**src/rtl/cmaf_pkg.sv**
```systemverilog
package cmaf_pkg;

   localparam int BUFFER_COUNT_DEF = 32;
   localparam int ID_W             = 29;
   localparam int DLC_W            = 4;
   localparam int OP_W             = 3;
   localparam int IDX_IN_W         = 8;
   localparam int NUM_W            = 6;
   localparam int STATUS_W         = 2;
   localparam int DRV_W            = 2;

   localparam logic [ID_W-1:0] STD_ID_MASK = ID_W'(32'h0000_07FF);

   typedef logic [OP_W-1:0]     op_type;
   typedef logic [STATUS_W-1:0] status_type;
   typedef logic [DRV_W-1:0]    drv_type;

   localparam op_type OP_CONFIGURE = 3'd0;
   localparam op_type OP_RELEASE   = 3'd1;
   localparam op_type OP_SET_DLC   = 3'd2;
   localparam op_type OP_READ      = 3'd3;
   localparam op_type OP_RECEIVE   = 3'd4;

   localparam status_type STATUS_OK        = 2'd0;
   localparam status_type STATUS_NO_DRIVER = 2'd1;
   localparam status_type STATUS_BAD_INDEX = 2'd2;

   localparam drv_type DRIVER_OFF = 2'd0;

   // One message buffer as stored in the table
   typedef struct packed {
      logic [ID_W-1:0]  id;
      logic [ID_W-1:0]  mask;
      logic [DLC_W-1:0] dlc;
      logic             ext;
      logic             fd;
      logic             rcv;
   } entry_type;

   localparam int ENTRY_W = $bits(entry_type);

   typedef struct packed {
      op_type              op;
      logic [IDX_IN_W-1:0] idx;
      logic [ID_W-1:0]     id;
      logic [ID_W-1:0]     mask;
      logic                ext;
      logic                fd;
      logic                trm;
      logic [DLC_W-1:0]    dlc;
   } request_type;

   typedef struct packed {
      status_type       status;
      logic             matched;
      logic [NUM_W-1:0] number;
      logic [ID_W-1:0]  ident;
      logic [DLC_W-1:0] dlc;
      logic             last;
   } result_type;

   typedef enum logic [2:0] {
      ST_IDLE,
      ST_CHECK,
      ST_MODIFY,
      ST_RESP,
      ST_SCAN,
      ST_FLUSH
   } state_type;

   // Controller to datapath
   typedef struct packed {
      logic capture;
      logic rd_index;
      logic rd_first;
      logic write_back;
      logic emit_single;
      logic scan_step;
      logic emit_final;
   } dp_cmd_type;

   // Datapath to controller
   typedef struct packed {
      logic direct;
      logic receive;
      logic match;
      logic scan_end;
      logic hold_valid;
      logic slot_free;
   } dp_status_type;

endpackage

```
**src/rtl/cmaf_if.sv**
```systemverilog
interface cmaf_req_if import cmaf_pkg::*; ();
   logic                valid;
   logic                ready;
   op_type              operation;
   logic [IDX_IN_W-1:0] buffer_index;
   logic [ID_W-1:0]     identifier;
   logic [ID_W-1:0]     accept_mask;
   logic                extended_format;
   logic                fast_data;
   logic                transmit_dir;
   logic [DLC_W-1:0]    dlc_in;

   modport source (
      output valid, operation, buffer_index, identifier, accept_mask,
             extended_format, fast_data, transmit_dir, dlc_in,
      input  ready
   );
   modport sink (
      input  valid, operation, buffer_index, identifier, accept_mask,
             extended_format, fast_data, transmit_dir, dlc_in,
      output ready
   );
endinterface

interface cmaf_rsp_if import cmaf_pkg::*; ();
   logic             valid;
   logic             ready;
   status_type       status;
   logic             matched;
   logic [NUM_W-1:0] buffer_number;
   logic [ID_W-1:0]  identifier_out;
   logic [DLC_W-1:0] dlc_out;
   logic             last;

   modport source (
      output valid, status, matched, buffer_number, identifier_out, dlc_out, last,
      input  ready
   );
   modport sink (
      input  valid, status, matched, buffer_number, identifier_out, dlc_out, last,
      output ready
   );
endinterface

```
**src/rtl/can_mailbox_acceptance_filter.sv**
```systemverilog
// Sequence: a buffer operation reads its table entry, writes it back, then loads its
//   result; an error or an unused code loads its result straight after the check; a
//   receive scans one buffer per cycle unless a second match waits for the output.
// A new request is taken only in idle, once the last has loaded its result; a receive
//   lasts its scan through the table's single read port; output stalls lengthen both.
// Reset (synchronous, active high): driver state off, controller idle, no result pending,
//   all table entries read as zero until written (per-entry valid bits).
module can_mailbox_acceptance_filter import cmaf_pkg::*; #(
   parameter int BUFFER_COUNT = BUFFER_COUNT_DEF
) (
   input  logic        clock,
   input  logic        reset,
   cmaf_req_if.sink    req_chan,
   cmaf_rsp_if.source  rsp_chan,
   input  logic        csr_wr_en,
   input  drv_type     csr_wr_data
);

   dp_cmd_type    dp_cmd;
   dp_status_type dp_status;
   result_type    rsp_result;
   logic          rsp_valid;
   logic          req_ready;

   // Controller: sequences one transaction at a time through check, table access,
   // scan and result hand-off.
   cmaf_ctrl u_ctrl (
      .clock     (clock),
      .reset     (reset),
      .req_valid (req_chan.valid),
      .req_ready (req_ready),
      .dp_status (dp_status),
      .dp_cmd    (dp_cmd)
   );

   // Datapath: request capture, driver state, buffer table, match logic and
   // the result register that parts the input side from the output side.
   cmaf_dpath #(
      .BUFFER_COUNT (BUFFER_COUNT)
   ) u_dpath (
      .clock               (clock),
      .reset               (reset),
      .csr_wr_en           (csr_wr_en),
      .csr_wr_data         (csr_wr_data),
      .req_operation       (req_chan.operation),
      .req_buffer_index    (req_chan.buffer_index),
      .req_identifier      (req_chan.identifier),
      .req_accept_mask     (req_chan.accept_mask),
      .req_extended_format (req_chan.extended_format),
      .req_fast_data       (req_chan.fast_data),
      .req_transmit_dir    (req_chan.transmit_dir),
      .req_dlc_in          (req_chan.dlc_in),
      .rsp_ready           (rsp_chan.ready),
      .rsp_valid           (rsp_valid),
      .rsp_result          (rsp_result),
      .dp_cmd              (dp_cmd),
      .dp_status           (dp_status)
   );

   // Accept a new transaction while an earlier result still waits at the output.
   assign req_chan.ready = req_ready;

   // Drive the result channel straight from the result register.
   assign rsp_chan.valid          = rsp_valid;
   assign rsp_chan.status         = rsp_result.status;
   assign rsp_chan.matched        = rsp_result.matched;
   assign rsp_chan.buffer_number  = rsp_result.number;
   assign rsp_chan.identifier_out = rsp_result.ident;
   assign rsp_chan.dlc_out        = rsp_result.dlc;
   assign rsp_chan.last           = rsp_result.last;

endmodule

```
**src/rtl/cmaf_ram.sv**
```systemverilog
module cmaf_ram import cmaf_pkg::*; #(
   parameter int  WIDTH  = ENTRY_W,
   parameter int  DEPTH  = BUFFER_COUNT_DEF,
   localparam int ADDR_W = (DEPTH > 1) ? $clog2(DEPTH) : 1
) (
   input  logic              clock,
   input  logic              wr_en,
   input  logic [ADDR_W-1:0] wr_addr,
   input  logic [WIDTH-1:0]  wr_data,
   input  logic              rd_en,
   input  logic [ADDR_W-1:0] rd_addr,
   output logic [WIDTH-1:0]  rd_data
);

   logic [WIDTH-1:0] mem [DEPTH];
   logic [WIDTH-1:0] rd_data_ff;

   always_ff @(posedge clock) begin
      if (wr_en) begin
         mem[wr_addr] <= wr_data;
      end
      if (rd_en) begin
         rd_data_ff <= mem[rd_addr];
      end
   end

   assign rd_data = rd_data_ff;

endmodule

```
**src/rtl/cmaf_ctrl.sv**
```systemverilog
module cmaf_ctrl import cmaf_pkg::*; (
   input  logic          clock,
   input  logic          reset,
   input  logic          req_valid,
   output logic          req_ready,
   input  dp_status_type dp_status,
   output dp_cmd_type    dp_cmd
);

   state_type state_ff, state_in;

   always_ff @(posedge clock) begin
      if (reset) begin
         state_ff <= ST_IDLE;
      end else begin
         state_ff <= state_in;
      end
   end

   always_comb begin
      state_in  = state_ff;
      req_ready = 1'b0;
      dp_cmd    = '0;
      case (state_ff)
         ST_IDLE: begin
            req_ready = 1'b1;
            if (req_valid) begin
               dp_cmd.capture = 1'b1;
               state_in       = ST_CHECK;
            end
         end
         ST_CHECK: begin
            if (dp_status.direct) begin
               state_in = ST_RESP;
            end else if (dp_status.receive) begin
               dp_cmd.rd_first = 1'b1;
               state_in        = ST_SCAN;
            end else begin
               dp_cmd.rd_index = 1'b1;
               state_in        = ST_MODIFY;
            end
         end
         ST_MODIFY: begin
            dp_cmd.write_back = 1'b1;
            state_in          = ST_RESP;
         end
         ST_RESP: begin
            if (dp_status.slot_free) begin
               dp_cmd.emit_single = 1'b1;
               state_in           = ST_IDLE;
            end
         end
         ST_SCAN: begin
            // stall only when a second match has to push out the held one
            if (!(dp_status.match && dp_status.hold_valid && !dp_status.slot_free)) begin
               dp_cmd.scan_step = 1'b1;
               if (dp_status.scan_end) begin
                  state_in = ST_FLUSH;
               end
            end
         end
         ST_FLUSH: begin
            if (dp_status.slot_free) begin
               dp_cmd.emit_final = 1'b1;
               state_in          = ST_IDLE;
            end
         end
         default: begin
            state_in = ST_IDLE;
         end
      endcase
   end

endmodule

```
**src/rtl/cmaf_dpath.sv**
```systemverilog
module cmaf_dpath import cmaf_pkg::*; #(
   parameter int  BUFFER_COUNT = BUFFER_COUNT_DEF,
   localparam int IDX_W        = (BUFFER_COUNT > 1) ? $clog2(BUFFER_COUNT) : 1
) (
   input  logic                clock,
   input  logic                reset,
   input  logic                csr_wr_en,
   input  drv_type             csr_wr_data,
   input  op_type              req_operation,
   input  logic [IDX_IN_W-1:0] req_buffer_index,
   input  logic [ID_W-1:0]     req_identifier,
   input  logic [ID_W-1:0]     req_accept_mask,
   input  logic                req_extended_format,
   input  logic                req_fast_data,
   input  logic                req_transmit_dir,
   input  logic [DLC_W-1:0]    req_dlc_in,
   input  logic                rsp_ready,
   output logic                rsp_valid,
   output result_type          rsp_result,
   input  dp_cmd_type          dp_cmd,
   output dp_status_type       dp_status
);

   localparam int                  CNT_W     = IDX_W + 1;
   localparam logic [IDX_W-1:0]    LAST_IDX  = IDX_W'(BUFFER_COUNT - 1);
   localparam logic [IDX_IN_W:0]   COUNT_LIM = (IDX_IN_W + 1)'(BUFFER_COUNT);

   drv_type                driver_ff, driver_in;
   request_type            req_ff, req_in;
   logic [IDX_W-1:0]       scan_ff, scan_in;
   logic                   hold_vld_ff, hold_vld_in;
   logic [NUM_W-1:0]       hold_num_ff, hold_num_in;
   logic                   rsp_valid_ff, rsp_valid_in;
   result_type             rsp_ff, rsp_in;
   logic [BUFFER_COUNT-1:0] valid_ff, valid_in;
   logic                   rd_vld_ff, rd_vld_in;

   logic [ID_W-1:0]  cut;
   logic             op_is_buf;
   status_type       err_status;
   logic             rd_en;
   logic [IDX_W-1:0] rd_addr;
   logic             wr_en;
   logic [IDX_W-1:0] wr_addr;
   entry_type        wr_word;
   logic [ENTRY_W-1:0] ram_q;
   entry_type        q;
   logic             match;
   logic             scan_end;
   logic             slot_free;
   logic             load;
   logic [NUM_W-1:0] scan_num;

   // cut identifier and mask to the frame format at capture
   assign cut = req_extended_format ? '1 : STD_ID_MASK;

   always_comb begin
      req_in = req_ff;
      if (dp_cmd.capture) begin
         req_in.op   = req_operation;
         req_in.idx  = req_buffer_index;
         req_in.id   = req_identifier & cut;
         req_in.mask = req_accept_mask & cut;
         req_in.ext  = req_extended_format;
         req_in.fd   = req_fast_data;
         req_in.trm  = req_transmit_dir;
         req_in.dlc  = req_dlc_in;
      end
   end

   assign driver_in = csr_wr_en ? csr_wr_data : driver_ff;

   always_comb begin
      op_is_buf  = (req_ff.op <= OP_READ);
      err_status = STATUS_OK;
      if (op_is_buf && (driver_ff == DRIVER_OFF)) begin
         err_status = STATUS_NO_DRIVER;
      end else if (op_is_buf && !({1'b0, req_ff.idx} < COUNT_LIM)) begin
         err_status = STATUS_BAD_INDEX;
      end
   end

   // table read side
   assign q        = rd_vld_ff ? entry_type'(ram_q) : '0;
   assign match    = q.rcv && (q.ext == req_ff.ext) && (((q.id ^ req_ff.id) & q.mask) == '0);
   assign scan_end = (scan_ff == LAST_IDX);
   assign scan_num = NUM_W'({1'b0, scan_ff} + CNT_W'(1));

   assign rd_en   = dp_cmd.rd_index || dp_cmd.rd_first || (dp_cmd.scan_step && !scan_end);
   assign rd_addr = dp_cmd.rd_first  ? '0 :
                    dp_cmd.scan_step ? IDX_W'(scan_ff + IDX_W'(1)) :
                                       req_ff.idx[IDX_W-1:0];

   assign rd_vld_in = rd_en ? valid_ff[rd_addr] : rd_vld_ff;
   assign scan_in   = dp_cmd.rd_first ? '0 :
                      dp_cmd.scan_step ? IDX_W'(scan_ff + IDX_W'(1)) : scan_ff;

   // table write side
   always_comb begin
      wr_en   = 1'b0;
      wr_addr = req_ff.idx[IDX_W-1:0];
      wr_word = q;
      if (dp_cmd.scan_step) begin
         wr_en       = match;
         wr_addr     = scan_ff;
         wr_word.id  = req_ff.id;
         wr_word.dlc = req_ff.dlc;
      end else if (dp_cmd.write_back) begin
         case (req_ff.op)
            OP_CONFIGURE: begin
               wr_en        = 1'b1;
               wr_word.id   = req_ff.id;
               wr_word.mask = req_ff.mask;
               wr_word.ext  = req_ff.ext;
               wr_word.fd   = req_ff.fd;
               wr_word.rcv  = !req_ff.trm;
            end
            OP_RELEASE: begin
               // mask and direction survive a release
               wr_en       = 1'b1;
               wr_word.id  = '0;
               wr_word.dlc = '0;
               wr_word.ext = 1'b0;
               wr_word.fd  = 1'b0;
            end
            OP_SET_DLC: begin
               wr_en       = 1'b1;
               wr_word.dlc = req_ff.dlc;
            end
            default: begin
               wr_en = 1'b0;
            end
         endcase
      end
   end

   always_comb begin
      valid_in = valid_ff;
      if (wr_en) begin
         valid_in[wr_addr] = 1'b1;
      end
   end

   // one match is held back so the final one can carry last
   always_comb begin
      hold_vld_in = hold_vld_ff;
      hold_num_in = hold_num_ff;
      if (dp_cmd.rd_first || dp_cmd.emit_final) begin
         hold_vld_in = 1'b0;
      end else if (dp_cmd.scan_step && match) begin
         hold_vld_in = 1'b1;
         hold_num_in = scan_num;
      end
   end

   assign slot_free = !rsp_valid_ff || rsp_ready;

   always_comb begin
      load   = 1'b0;
      rsp_in = rsp_ff;
      if (dp_cmd.emit_single) begin
         load           = 1'b1;
         rsp_in         = '0;
         rsp_in.status  = err_status;
         rsp_in.last    = 1'b1;
         if ((req_ff.op == OP_READ) && (err_status == STATUS_OK)) begin
            rsp_in.ident = q.id;
            rsp_in.dlc   = q.dlc;
         end
      end else if ((dp_cmd.scan_step && match && hold_vld_ff) ||
                   (dp_cmd.emit_final && hold_vld_ff)) begin
         load           = 1'b1;
         rsp_in.status  = STATUS_OK;
         rsp_in.matched = 1'b1;
         rsp_in.number  = hold_num_ff;
         rsp_in.ident   = req_ff.id;
         rsp_in.dlc     = req_ff.dlc;
         rsp_in.last    = dp_cmd.emit_final;
      end else if (dp_cmd.emit_final) begin
         load        = 1'b1;
         rsp_in      = '0;
         rsp_in.last = 1'b1;
      end
   end

   assign rsp_valid_in = load ? 1'b1 : (rsp_ready ? 1'b0 : rsp_valid_ff);

   always_ff @(posedge clock) begin
      if (reset) begin
         driver_ff    <= DRIVER_OFF;
         hold_vld_ff  <= 1'b0;
         rsp_valid_ff <= 1'b0;
         valid_ff     <= '0;
         rd_vld_ff    <= 1'b0;
      end else begin
         driver_ff    <= driver_in;
         hold_vld_ff  <= hold_vld_in;
         rsp_valid_ff <= rsp_valid_in;
         valid_ff     <= valid_in;
         rd_vld_ff    <= rd_vld_in;
      end
   end

   always_ff @(posedge clock) begin
      req_ff      <= req_in;
      scan_ff     <= scan_in;
      hold_num_ff <= hold_num_in;
      rsp_ff      <= rsp_in;
   end

   cmaf_ram #(
      .WIDTH (ENTRY_W),
      .DEPTH (BUFFER_COUNT)
   ) u_table (
      .clock   (clock),
      .wr_en   (wr_en),
      .wr_addr (wr_addr),
      .wr_data (ENTRY_W'(wr_word)),
      .rd_en   (rd_en),
      .rd_addr (rd_addr),
      .rd_data (ram_q)
   );

   assign rsp_valid  = rsp_valid_ff;
   assign rsp_result = rsp_ff;

   assign dp_status.direct     = (err_status != STATUS_OK) || (req_ff.op > OP_RECEIVE);
   assign dp_status.receive    = (req_ff.op == OP_RECEIVE);
   assign dp_status.match      = match;
   assign dp_status.scan_end   = scan_end;
   assign dp_status.hold_valid = hold_vld_ff;
   assign dp_status.slot_free  = slot_free;

   a_no_overwrite: assert property (@(posedge clock) disable iff (reset)
      load && rsp_valid_ff |-> rsp_ready)
      else $error("result register overwritten while stalled");

   a_match_ok: assert property (@(posedge clock) disable iff (reset)
      rsp_valid_ff && rsp_ff.matched |-> rsp_ff.status == STATUS_OK)
      else $error("matched result carries an error status");

   a_nomatch_num: assert property (@(posedge clock) disable iff (reset)
      rsp_valid_ff && !rsp_ff.matched |-> rsp_ff.number == '0)
      else $error("unmatched result carries a buffer number");

   a_hold_rx: assert property (@(posedge clock) disable iff (reset)
      hold_vld_ff |-> req_ff.op == OP_RECEIVE)
      else $error("held match outside a receive");

endmodule
```
**src/flat_wrapper.sv**
```systemverilog
// flat-port wrapper written by rule: the top's interface ports become plain ports
module can_mailbox_acceptance_filter_flat import cmaf_pkg::*;
#(
   parameter int BUFFER_COUNT = BUFFER_COUNT_DEF
)
  (clock, reset, csr_wr_en, csr_wr_data, req_chan_valid, req_chan_operation, req_chan_buffer_index, req_chan_identifier, req_chan_accept_mask, req_chan_extended_format, req_chan_fast_data, req_chan_transmit_dir, req_chan_dlc_in, req_chan_ready, rsp_chan_valid, rsp_chan_status, rsp_chan_matched, rsp_chan_buffer_number, rsp_chan_identifier_out, rsp_chan_dlc_out, rsp_chan_last, rsp_chan_ready);
  cmaf_req_if req_chan_i ();
  cmaf_rsp_if rsp_chan_i ();
  input  logic clock;
  input  logic reset;
  input  logic csr_wr_en;
  input  drv_type csr_wr_data;
  input wire logic [$bits(req_chan_i.valid)-1:0] req_chan_valid;
  input wire logic [$bits(req_chan_i.operation)-1:0] req_chan_operation;
  input wire logic [$bits(req_chan_i.buffer_index)-1:0] req_chan_buffer_index;
  input wire logic [$bits(req_chan_i.identifier)-1:0] req_chan_identifier;
  input wire logic [$bits(req_chan_i.accept_mask)-1:0] req_chan_accept_mask;
  input wire logic [$bits(req_chan_i.extended_format)-1:0] req_chan_extended_format;
  input wire logic [$bits(req_chan_i.fast_data)-1:0] req_chan_fast_data;
  input wire logic [$bits(req_chan_i.transmit_dir)-1:0] req_chan_transmit_dir;
  input wire logic [$bits(req_chan_i.dlc_in)-1:0] req_chan_dlc_in;
  output wire logic [$bits(req_chan_i.ready)-1:0] req_chan_ready;
  output wire logic [$bits(rsp_chan_i.valid)-1:0] rsp_chan_valid;
  output wire logic [$bits(rsp_chan_i.status)-1:0] rsp_chan_status;
  output wire logic [$bits(rsp_chan_i.matched)-1:0] rsp_chan_matched;
  output wire logic [$bits(rsp_chan_i.buffer_number)-1:0] rsp_chan_buffer_number;
  output wire logic [$bits(rsp_chan_i.identifier_out)-1:0] rsp_chan_identifier_out;
  output wire logic [$bits(rsp_chan_i.dlc_out)-1:0] rsp_chan_dlc_out;
  output wire logic [$bits(rsp_chan_i.last)-1:0] rsp_chan_last;
  input wire logic [$bits(rsp_chan_i.ready)-1:0] rsp_chan_ready;
  assign req_chan_i.valid = req_chan_valid;
  assign req_chan_i.operation = req_chan_operation;
  assign req_chan_i.buffer_index = req_chan_buffer_index;
  assign req_chan_i.identifier = req_chan_identifier;
  assign req_chan_i.accept_mask = req_chan_accept_mask;
  assign req_chan_i.extended_format = req_chan_extended_format;
  assign req_chan_i.fast_data = req_chan_fast_data;
  assign req_chan_i.transmit_dir = req_chan_transmit_dir;
  assign req_chan_i.dlc_in = req_chan_dlc_in;
  assign req_chan_ready = req_chan_i.ready;
  assign rsp_chan_valid = rsp_chan_i.valid;
  assign rsp_chan_status = rsp_chan_i.status;
  assign rsp_chan_matched = rsp_chan_i.matched;
  assign rsp_chan_buffer_number = rsp_chan_i.buffer_number;
  assign rsp_chan_identifier_out = rsp_chan_i.identifier_out;
  assign rsp_chan_dlc_out = rsp_chan_i.dlc_out;
  assign rsp_chan_last = rsp_chan_i.last;
  assign rsp_chan_i.ready = rsp_chan_ready;
  can_mailbox_acceptance_filter #(.BUFFER_COUNT(BUFFER_COUNT)) u_core (.clock(clock), .reset(reset), .req_chan(req_chan_i), .rsp_chan(rsp_chan_i), .csr_wr_en(csr_wr_en), .csr_wr_data(csr_wr_data));
endmodule
```
**config.mk**
```make
export PLATFORM = sky130hd
export DESIGN_NAME = can_mailbox_acceptance_filter_flat
export DESIGN_NICKNAME = d
export VERILOG_FILES = /design/src/rtl/cmaf_pkg.sv /design/src/rtl/cmaf_if.sv /design/src/rtl/can_mailbox_acceptance_filter.sv /design/src/rtl/cmaf_ram.sv /design/src/rtl/cmaf_ctrl.sv /design/src/rtl/cmaf_dpath.sv /design/src/flat_wrapper.sv
export SDC_FILE = /design/constraint.sdc
export NUM_CORES = 2
export LEC_CHECK = 0
export BUFFER_PORTS_ARGS = -buffer_cell sky130_fd_sc_hd__buf_2
export CAP_MARGIN = 40
export CORE_UTILIZATION = 41
export CTS_CLUSTER_DIAMETER = 120
export DETAILED_ROUTE_END_ITERATION = 8
export SLEW_MARGIN = 20
export SYNTH_ARGS = -nofsm -noshare
export SYNTH_HDL_FRONTEND = slang
export SYNTH_HIERARCHICAL = 1
export SYNTH_SLANG_ARGS = --single-unit
```
**constraint.sdc**
```tcl
create_clock -name clock -period 7.4 [get_ports clock]
set_input_delay 1.11 -clock clock [delete_from_list [all_inputs] [get_ports clock]]
set_output_delay 1.11 -clock clock [all_outputs]
set_load 0.01 [all_outputs]
```
==> results.yml <==
run_status:
  outcome: "finished, violations left"
  violations: "DRC"
drt:
  drc: 22
  routed_wl_mm: 233.6
  ant_nets: 0
  wl_per_cell_um: 32.33
  drt_first_pass_iters: 8
  vias: 42470
  drt-initial-drc-count: 5262
  routed_via_density: 5.879
worst_setup_path:
  worstPathMaxFanout: 63
  crit_chain: "xor2_1 > a22oi_1 > nand4_1 > o21ai_0 > buf_4 > and4_1 > and3b_1 > nor3_2 > buf_4 > inv_1 > o21a_4 > buf_12 > buf_12 > mux4_2 > mux4_2 > mux2_2"
  worstSetupStartpointType: "flop"
  critPathMaxStageDelay_ns: 0.50
  critical_path_class: "flop to flop"
  critPathArrivalTime_ns: 6.54
  critPathTopFamily: "buffers and inverters"
  crit_required_ns: 7.99
  slowest_stage: "mux4_2"
  critPathBufInv: 5
  end_kind: "flop"
cts:
  cts.hold.buffers_added: 0
  htree_num_levels: 4
  cts_sinks: 2281
  clk_path_buf_depth: 3
  clk_pin_slew_ns: 0.06
  cts-root-buf: "clkbuf_16"
  cts-resized-gates: 0
  cts_buffers: 226
  cts_tree: "built"
  clk_latency_ns: 0.88
  post_cts_buffers: 0
sta:
  rsz0062_at_grt: "false"
  final.setup.tns_ns: 0
  period_minus_slack_ns: 5.952
  hold_viol_final: 0
  worst_clock_skew_ns: 0.08624
  slew_headroom_pct: 35.23
  setup_viol: 0
  fmax_mhz: 168.0
  tightestPinTransition_ns: 0.9646
  slew_viol_final: 0
  finalCritPeriodShare_pct: 80.43
finish:
  drive_above_1_share_pct: 32.17
  layout.nets: 4288
  areaGrowthSynthToFinish_pct: 16.02
pwr:
  power_leakage_nw: 32.33
  power_mw: 27.82
  peakVddDrop_uv: 279.5
  power_density_nw_per_um2: 273.8
global_routing:
  grt_usage_pct: 21.60
  gr-total-overflow: 0
  grt_pass1_wl_mm: 326.3
  grt_max_degree: 65
  grt_pass1_vias: 41890
  antenna_found_initial: 3
die:
  die_h_um: 464.2
  ioPinCount: 128
  die_area_um2: 215400
  start_util_pct: 41.29
  rows: 169
  core_area_um2: 212100
  fp.dieW_um: 464.2
synth:
  netlist_area_um2: 87570
  synthesis.nets: 3912
  syn_avg_cell_area_um2: 22.88
  syn-instance-count: 3827
  synth_warnings: 6
placed_design:
  post-dp-hpwl_mm: 118.9
  gp_congestion: 0.7563
  portBuffers: 126
hold_path:
  hold_class: "input port to flop"
job:
  cap_violations: 0
through the flow:
| stage | setup WS, ns | hold slack (ns) | instances | cell area, um^2 | utilization [%] |
|---|---|---|---|---|---|
| after global placement | 1.317 | 0.4424 | 6740 | 93390 | 44.04 |
| after global routing | 1.281 | 0.3584 | 7224 | 101600 | 47.91 |
| after floorplan | 0.05947 | 0.4418 | 3827 | 87570 | - |
| after detailed placement | 1.405 | 0.4528 | 6771 | 93830 | 44.24 |
| final | 1.448 | 0.4042 | 7224 | 101600 | 47.91 |
| after CTS | 1.430 | 0.3352 | 7198 | 101300 | 47.74 |
worst reg2reg max path: stages (launching register included):
cell      delay [ns]
edfxtp_1        0.46
xor2_1          0.29
a22oi_1         0.38
nand4_1         0.19
o21ai_0         0.25
buf_4           0.24
and4_1          0.43
and3b_1         0.29
nor3_2          0.06
buf_4           0.25
inv_1           0.44
o21a_4          0.45
buf_12          0.29
buf_12          0.43
mux4_2          0.42
mux4_2          0.50
mux2_2          0.28
metal layers:
metal,vias up,GRT usage (%),routed length [um]
li1,17040,-,-
met1,23170,31.33,97290
met2,1974,34.18,112100
met3,287,3.441,18970
met4,0,5.492,5242
met5,-,0,0
layout make-up:
type                            instances  area [um^2]
Timing Repair Buffer                  354         3701
Clock inverter                        146         1491
Sequential cell                      2281        67970
Inverter                               45        175.2
Antenna cell                            1        2.502
Tap cell                             2821         3530
Multi-Input combinational cell       1295        18800
Fill cell                           16950       110500
Clock buffer                          281         5937
final timing paths:
path,cells past startpoint,slack (ns),startpoint,to
max,16,1.45,u_core/u_dpath/u_table/rd_data[49]$_DFFE_PP_,u_core/u_dpath/u_table/rd_data[37]$_DFFE_PP_
min,1,0.40,req_chan_identifier[0],u_core/u_dpath/req_ff[36]$_DFFE_PP_
max reg2reg,16,1.45,u_core/u_dpath/u_table/rd_data[49]$_DFFE_PP_,u_core/u_dpath/u_table/rd_data[37]$_DFFE_PP_
min reg2reg,2,0.46,u_core/u_dpath/rsp_result[0]$_SDFFE_PP1P_,u_core/u_dpath/rsp_result[0]$_SDFFE_PP1P_
state kept, by name (all words and copies together), names as in the netlist:
name	cells
u_core/u_dpath/rsp_result	43
u_core/u_dpath/valid_ff	32
u_core/u_dpath/rd_vld_ff	1
u_core/u_dpath/scan_ff	5
u_core/u_ctrl/state_ff	3
u_core/u_dpath/rsp_valid	1
u_core/u_dpath/u_table/mem	2048
u_core/u_dpath/hold_vld_ff	1
u_core/u_dpath/req_ff	75
u_core/u_dpath/driver_ff	2
u_core/u_dpath/u_table/rd_data	64
u_core/u_dpath/hold_num_ff	6
layout by cell type, fill, tap and decap left out, types with 14 or more instances in the layout:
| master | instances |
|---|---|
| a221oi_1 | 14 |
| nand2_1 | 83 |
| o22ai_1 | 54 |
| nor2_1 | 39 |
| and2_1 | 45 |
| o21ai_1 | 24 |
| nor2_4 | 33 |
| clkbuf_1 | 48 |
| buf_8 | 29 |
| xnor2_1 | 21 |
| edfxtp_1 | 2228 |
| dfxtp_1 | 52 |
| buf_2 | 127 |
| xor2_1 | 15 |
| a22o_1 | 65 |
| clkinv_2 | 43 |
| clkbuf_16 | 228 |
| mux2i_1 | 59 |
| buf_12 | 83 |
| inv_1 | 42 |
| mux2_2 | 75 |
| buf_4 | 99 |
| mux4_2 | 600 |
| clkinv_1 | 56 |
| bufinv_16 | 23 |
where the power goes:
group,switching [mW],internal (mW)
clock network,4.94,6.51
logic,1.08,0.900
registers,0.0791,14.3
(Power assumes the default switching activity.)
